[src/sv/sic_pkg.sv]
// ----------------------------------------------------------------------------
// sic_pkg
// Shared widths, codes and helpers for the segment intersection classifier.
// ----------------------------------------------------------------------------
package sic_pkg;

    localparam int COORD_W  = 16;              // coordinate width, 4 fraction bits
    localparam int DIFF_W   = COORD_W + 1;     // coordinate differences
    localparam int PROD_W   = 2 * DIFF_W;      // product of two differences
    localparam int NUM_W    = PROD_W + 2;      // cross and dot sums, with headroom
    localparam int DEN_W    = NUM_W - 1;       // positive denominator
    localparam int TOL_W    = 16;              // tolerance registers
    localparam int FRAC_W   = 16;              // fraction bits of param tolerance
    localparam int CMP_W    = DEN_W + FRAC_W + 3;  // parameter range compares
    localparam int PNUM_W   = NUM_W + DIFF_W;  // point offset numerator
    localparam int DIV_QB   = DIFF_W + 2;      // quotient bits of the rounding divider
    localparam int DIV_W    = PNUM_W + 2;      // divider remainder width
    localparam int SUM_W    = DIV_QB + 2;      // base plus rounded offset
    localparam int CFG_IDX_W = 8;

    // configuration register indexes
    localparam logic [CFG_IDX_W-1:0] CFG_CROSS_TOL = CFG_IDX_W'(0);
    localparam logic [CFG_IDX_W-1:0] CFG_PARAM_TOL = CFG_IDX_W'(1);

    localparam logic [TOL_W-1:0] CROSS_TOL_RST = TOL_W'(1);
    localparam logic [TOL_W-1:0] PARAM_TOL_RST = TOL_W'(16);

    localparam logic signed [SUM_W-1:0] SAT_MAX = SUM_W'((1 << (COORD_W - 1)) - 1);
    localparam logic signed [SUM_W-1:0] SAT_MIN = -SUM_W'(1 << (COORD_W - 1));

    typedef enum logic [1:0] {
        REL_NONE    = 2'd0,
        REL_CROSS   = 2'd1,
        REL_OVERLAP = 2'd2
    } rel_t;

    typedef struct packed {
        logic en;   // whole pipeline advances
    } pipe_ctl_t;

    function automatic logic signed [DIFF_W-1:0] coord_diff(
        logic signed [COORD_W-1:0] a,
        logic signed [COORD_W-1:0] b
    );
        return DIFF_W'(a) - DIFF_W'(b);
    endfunction

endpackage

[src/sv/sic_div.sv]
// ----------------------------------------------------------------------------
// sic_div
// Pipelined restoring divider, one quotient bit per stage, MSB first.
// ----------------------------------------------------------------------------
module sic_div (
    input  logic                          clk,
    input  sic_pkg::pipe_ctl_t            ctl,
    input  logic [sic_pkg::DIV_W-1:0]     num,
    input  logic [sic_pkg::DIV_W-1:0]     den,
    output logic [sic_pkg::DIV_QB-1:0]    quo
);
    logic [sic_pkg::DIV_W-1:0]  rem_reg [sic_pkg::DIV_QB];
    logic [sic_pkg::DIV_W-1:0]  den_reg [sic_pkg::DIV_QB];
    logic [sic_pkg::DIV_QB-1:0] quo_reg [sic_pkg::DIV_QB];

    for (genvar k = 0; k < sic_pkg::DIV_QB; k++) begin : g_step
        localparam int BIT = sic_pkg::DIV_QB - 1 - k;
        logic [sic_pkg::DIV_W-1:0]    rem_cur;
        logic [sic_pkg::DIV_W-1:0]    den_cur;
        logic [sic_pkg::DIV_QB-1:0]   quo_cur;
        logic [sic_pkg::DIV_W:0]      trial;
        logic [sic_pkg::DIV_W-1:0]    rem_next;
        logic [sic_pkg::DIV_QB-1:0]   quo_next;

        // first stage takes the operands, later ones the previous stage
        if (k == 0)
        begin : g_head
            assign rem_cur = num;
            assign den_cur = den;
            assign quo_cur = '0;
        end
        else
        begin : g_link
            assign rem_cur = rem_reg[k-1];
            assign den_cur = den_reg[k-1];
            assign quo_cur = quo_reg[k-1];
        end

        always_comb
        begin
            trial    = {1'b0, rem_cur} - {1'b0, (den_cur << BIT)};
            rem_next = rem_cur;
            quo_next = quo_cur;
            if (!trial[sic_pkg::DIV_W])
            begin
                rem_next      = trial[sic_pkg::DIV_W-1:0];
                quo_next[BIT] = 1'b1;
            end
        end

        always_ff @(posedge clk)
        begin
            if (ctl.en)
            begin
                rem_reg[k] <= rem_next;
                den_reg[k] <= den_cur;
                quo_reg[k] <= quo_next;
            end
        end
    end

    assign quo = quo_reg[sic_pkg::DIV_QB-1];
endmodule

[config.mk]
export PLATFORM = sky130hd
export DESIGN_NAME = sic_div
export DESIGN_NICKNAME = d
export VERILOG_FILES = /design/src/sv/sic_pkg.sv /design/src/sv/sic_div.sv
export SDC_FILE = /design/constraint.sdc
export NUM_CORES = 2
export LEC_CHECK = 0
export BUFFER_PORTS_ARGS = -buffer_cell sky130_fd_sc_hd__buf_4
export CAP_MARGIN = 20
export CORE_ASPECT_RATIO = 0.8
export CORE_MARGIN = 4
export CORE_UTILIZATION = 50
export CTS_CLUSTER_DIAMETER = 30
export DETAILED_ROUTE_END_ITERATION = 16
export HOLD_SLACK_MARGIN = 0.12
export PLACE_DENSITY = 0.69
export SLEW_MARGIN = 20
export SYNTH_ARGS = -nofsm -noshare
export SYNTH_HDL_FRONTEND = slang
export SYNTH_SLANG_ARGS = --single-unit
[constraint.sdc]
create_clock -name clk -period 6.26 [get_ports clk]
set_input_delay 0 -clock clk [delete_from_list [all_inputs] [get_ports clk]]
set_output_delay 0 -clock clk [all_outputs]
set_load 0.01 [all_outputs]
# --- Word-level counts from Yosys, hierarchy flattened ---
# Memories as Yosys holds them, arrays and structs flattened.
# Index checks and enable logic that the tools add are counted.
totals:
  ff_bits: 0
  mem_bits_rw: 2451
  word_cells: 62
  mem_count: 3
op_classes:
  addsub: 19
  n_mux: 40
memory_table:
  columns: ["name", "depth", "word_bits", "read_ports", "rd_ports_with_merged_regs", "write_ports", "line", "text"]
  rows:
  - ["den_reg", 19, 55, 18, 0, 19, "sic_div.sv:13", "logic [sic_pkg::DIV_W-1:0] den_reg [sic_pkg::DIV_QB];"]
  - ["rem_reg", 19, 55, 18, 0, 19, "sic_div.sv:12", "logic [sic_pkg::DIV_W-1:0] rem_reg [sic_pkg::DIV_QB];"]
  - ["quo_reg", 19, 19, 19, 0, 19, "sic_div.sv:14", "logic [sic_pkg::DIV_QB-1:0] quo_reg [sic_pkg::DIV_QB];"]
ops:
  columns: ["cell", "count"]
  rows:
  - ["55-bit by 55-bit subtractor with 56-bit output", 19]
  - ["55-bit two-way mux", 19]
  - ["1-bit two-way mux", 21]

# --- Logic depth before layout (Yosys ltp) ---
# An unclocked memory read counts as a cell.
depth:
  ltp_word: 3
  depth_mapped: 18
  depth_no_buf: 17

# --- Least setup slack after synthesis ---
# Ideal clock, no wire load.
synth_timing:
  path_type: "register to register"
  start: "mem rem_reg[13][4] (netlist name)"
  end: "mem rem_reg[14][54] (netlist name) (data pin)"
  t_arrival_ps: 3734
  t_required_ps: 6002
  path_slack_ps: 2268
  stages_incl_launch_ff: 17
  period_less_slack_ps: 3992
  path_cell_list: "edfxtp_1 -> inv_1 -> ha_1 -> inv_1 -> fa_1 -> a211o_1 -> a2111oi_4 -> o31ai_1 -> o21ai_1 -> a21oi_1 -> a221oi_2 -> o21ai_1 -> a41o_1 -> or4b_1 -> a31oi_1 -> xor2_1 -> o21ai_1"
synth_lines:
  columns: ["element", "line"]
  rows:
  - ["start, declared", "sic_div.sv:12"]

==> results.md <==
* Worst Max-Slew Pin Slew at 1.12 ns
* Final Critical Period at 4.99 ns
* DRT met1 WL at 102000 µm
* CTS Buf Count at 425
* Clock Tree Root: clkbuf_16
* Synth area leaders: edfxtp_1, ha_1, a21oi_1
* Synth area leader: edfxtp_1
* Fin crit share at 79.7%
* WS Path Type: reg2reg
* Routed WL per cell at 16.8 µm
* Cell Area, Synth at 0.120 mm²
* Post-synth top area share at 54.3%
* Post-synthesis async set-or-reset flop share at 0%
* Largest net degree at the start of global routing at 168
* Placer Congestion at 0.930
* Outcome: finished clean
* Pwr dens at 527 mW/mm²
* DRT Pass-1 Iters at 6
* Port bufs at 130
* Depth of the CTS H-tree at 5
* Initial Util at 50.4%
* Global route total overflow at 0
* Final setup viols at 0
* Cts hold-fix bufs at 258
* # clock sinks at 2170
* First-pass GRT wire length at 406000 µm
* RSZ-0062 raised after global routing: no
* WP data required at 6.88 ns
* Post-DP Area at 0.125 mm²
* Post-synth EDFFs at 2170
* Final Instance Area at 0.142 mm²
* DR WL met3 at 9520 µm
* CP Capture Type: register
* TritonCTS clock tree: done
* Main synth FF type: edfxtp_1
* Max transition margin at 23.4%
* Total power at 74.8 mW
* WL met2 at 124000 µm
* Antenna-violating nets left at 0
* Fin util at 59.5%
* Dpl ws at 1.29 ns
* VDD IR max at 0.324 mV
* # IOs at 131
* Initial antenna violation count at 3
* Max Used Layer: met4
* Core box area at 0.238 mm²
* Final Worst Setup Slack at 1.27 ns
* Dpl hpwl at 179000 µm
* Iteration-0 DRC Markers at 5276
* # Max-Cap Violations at 0
* Sequential fraction of the synthesis area at 54.3%
* Die H at 446 µm
* Vias in the first global route at 83.4k
* Fin nets at 12.2k
* FP Rows at 160
* Clk_skew at 0.0419 ns
* Syn. warnings at 0
* Unique masters post-synth at 96
* Routed WL at 247000 µm
* Worst min path class: in2reg
* Crit path DAT at 5.61 ns
* Final Max Tran Viols at 0
* Vias per cell at 5.51
* Clk Latency, worst-skew pair at 0.87 ns
* Mapped Cells at 10.6k
* # resized after CTS at 0
* Max Clk Rate at 200 MHz
* Share of cells above drive strength 1 at 10.9%
* Final hold violation count at 0
* Setup crit start kind: register
* Mean post-synth cell area at 11.3 µm²
* Pleak at 59.3 nW
* Routed vias at 81.2k
* CTS clk-pin slew, worst paths at 0.05 ns
* Flops & latches, synth at 2170
* Setup_tns at 0 ns
* Die W at 556 µm
* CTS max path bufs at 4
* Die ar. at 0.248 mm²
* GRT Total Usage at 19.5%
* Post-CTS setup repair buffer count at 0
* Area grow syn2layout at 18.2%
* Critical Path Fanout Max at 70
* Synthesized net count at 11.6k
* Drt drc at 0
==> routing by layer <==
metal / up-vias / track usage [%]
met5: - / 0
met4: 0 / 9.57
met3: 727 / 2.62
met2: 2194 / 35.5
met1: 38119 / 22.7
li1: 40181 / -
==> cells in the mapped netlist, drive strengths merged (16+ instances only) <==
| cell | count |
|---|---|
| edfxtp | 2170 |
| inv | 1095 |
| a21oi | 978 |
| ha | 873 |
| nand2 | 760 |
| o21ai | 688 |
| nor2 | 586 |
| a21o | 531 |
| xnor2 | 419 |
| xor2 | 301 |
| mux2 | 297 |
| clkbuf | 226 |
| nand3 | 152 |
| nand4 | 132 |
| nor2b | 132 |
| o21bai | 118 |
| a31oi | 105 |
| nand2b | 105 |
| nor3 | 91 |
| o21a | 87 |
| and3 | 67 |
| o31ai | 59 |
| buf | 58 |
| a211oi | 57 |
| o211ai | 41 |
| and2 | 31 |
| or3 | 28 |
| a21boi | 26 |
| o41ai | 26 |
| o31a | 25 |
| a221oi | 23 |
| or2 | 23 |
| a31o | 20 |
| a211o | 19 |
| fa | 18 |
| a41oi | 17 |
| and4 | 17 |
| mux2i | 16 |
==> placed cells by master, fill, tap and decap left out, drive strengths merged, types with 18 or more instances in the layout <==
cell / count
ha: 873
o21bai: 118
bufinv: 58
clkbuf: 460
buf: 206
a21boi: 26
a31oi: 105
nand2b: 105
and3: 67
o31a: 25
o31ai: 59
a211o: 19
edfxtp: 2170
a21oi: 978
and2: 31
nand3: 152
a211oi: 57
o41ai: 26
clkinvlp: 43
a221oi: 23
o211ai: 41
or2: 23
nand4: 132
clkinv: 170
o21a: 87
nor2b: 132
nor2: 586
o21ai: 688
fa: 18
xor2: 301
dlygate4sd3: 258
nand2: 760
or3: 28
mux2: 297
inv: 1153
nor3: 91
a21o: 531
xnor2: 419
a31o: 20
==> area by class of cell <==
cell class,instances,area [µm²]
fillers,18709,96400
flip-flops and latches,2170,65200
multi-input cells,7051,49700
clock buffers,460,10900
repair buffers,464,4350
inverters,1095,4110
well taps,3159,3950
clock inverters,329,3710
diodes,13,32.5
==> kinds of logic after synthesis <==
family	count (synthesis)	synth area share, %
simple gates	2173	8.37
mux	313	2.92
xor+xnor	720	5.26
flops	2170	54.3
buf+inv	1379	4.40
compound gates	2954	15.3
fa+ha+maj	891	9.40
==> worst max-delay path, cell delays in order (launching register included) <==
cell	delay, ns
edfxtp_1	0.39
inv_1	0.07
ha_1	0.15
inv_1	0.05
fa_1	0.40
a21o_1	0.19
a21oi_1	0.29
o211ai_1	0.16
a31oi_1	0.47
o211ai_1	0.26
a211oi_1	0.32
nor2_1	0.20
a221oi_1	0.57
o21ai_0	0.16
a21o_2	0.23
buf_4	0.30
mux2_2	0.39
==> metrics by stage <==
stage / instances / hold WS [ns]
5_1_grt: 14741 / 0.254
6_report: 14741 / 0.266
4_1_cts: 14728 / 0.136
3_5_place_dp: 13681 / 0.180
2_1_floorplan: 10600 / 0.0989
3_3_place_gp: 13681 / 0.178
==> worst paths after layout <==
kind                                  endpoint  depth (start not counted)      startpoint  slack (ns)
worst max-delay path            rem_reg[5][18]                         16  rem_reg[4][13]        1.27
worst min-delay path            rem_reg[0][18]                          5         num[18]        0.27
worst max register to register  rem_reg[5][18]                         16  rem_reg[4][13]        1.27
worst min register to register  den_reg[4][50]                          0  den_reg[3][50]        0.40
==> power breakdown <==
group	switching [mW]	leakage (nW)	internal, mW
Combinational	16.7	31.0	12.8
Clock	7.54	7.03	15.0
Sequential	1.89	21.3	20.9
Total	26.1	59.3	48.7
Note: power is estimated with default switching activity, not from simulation.
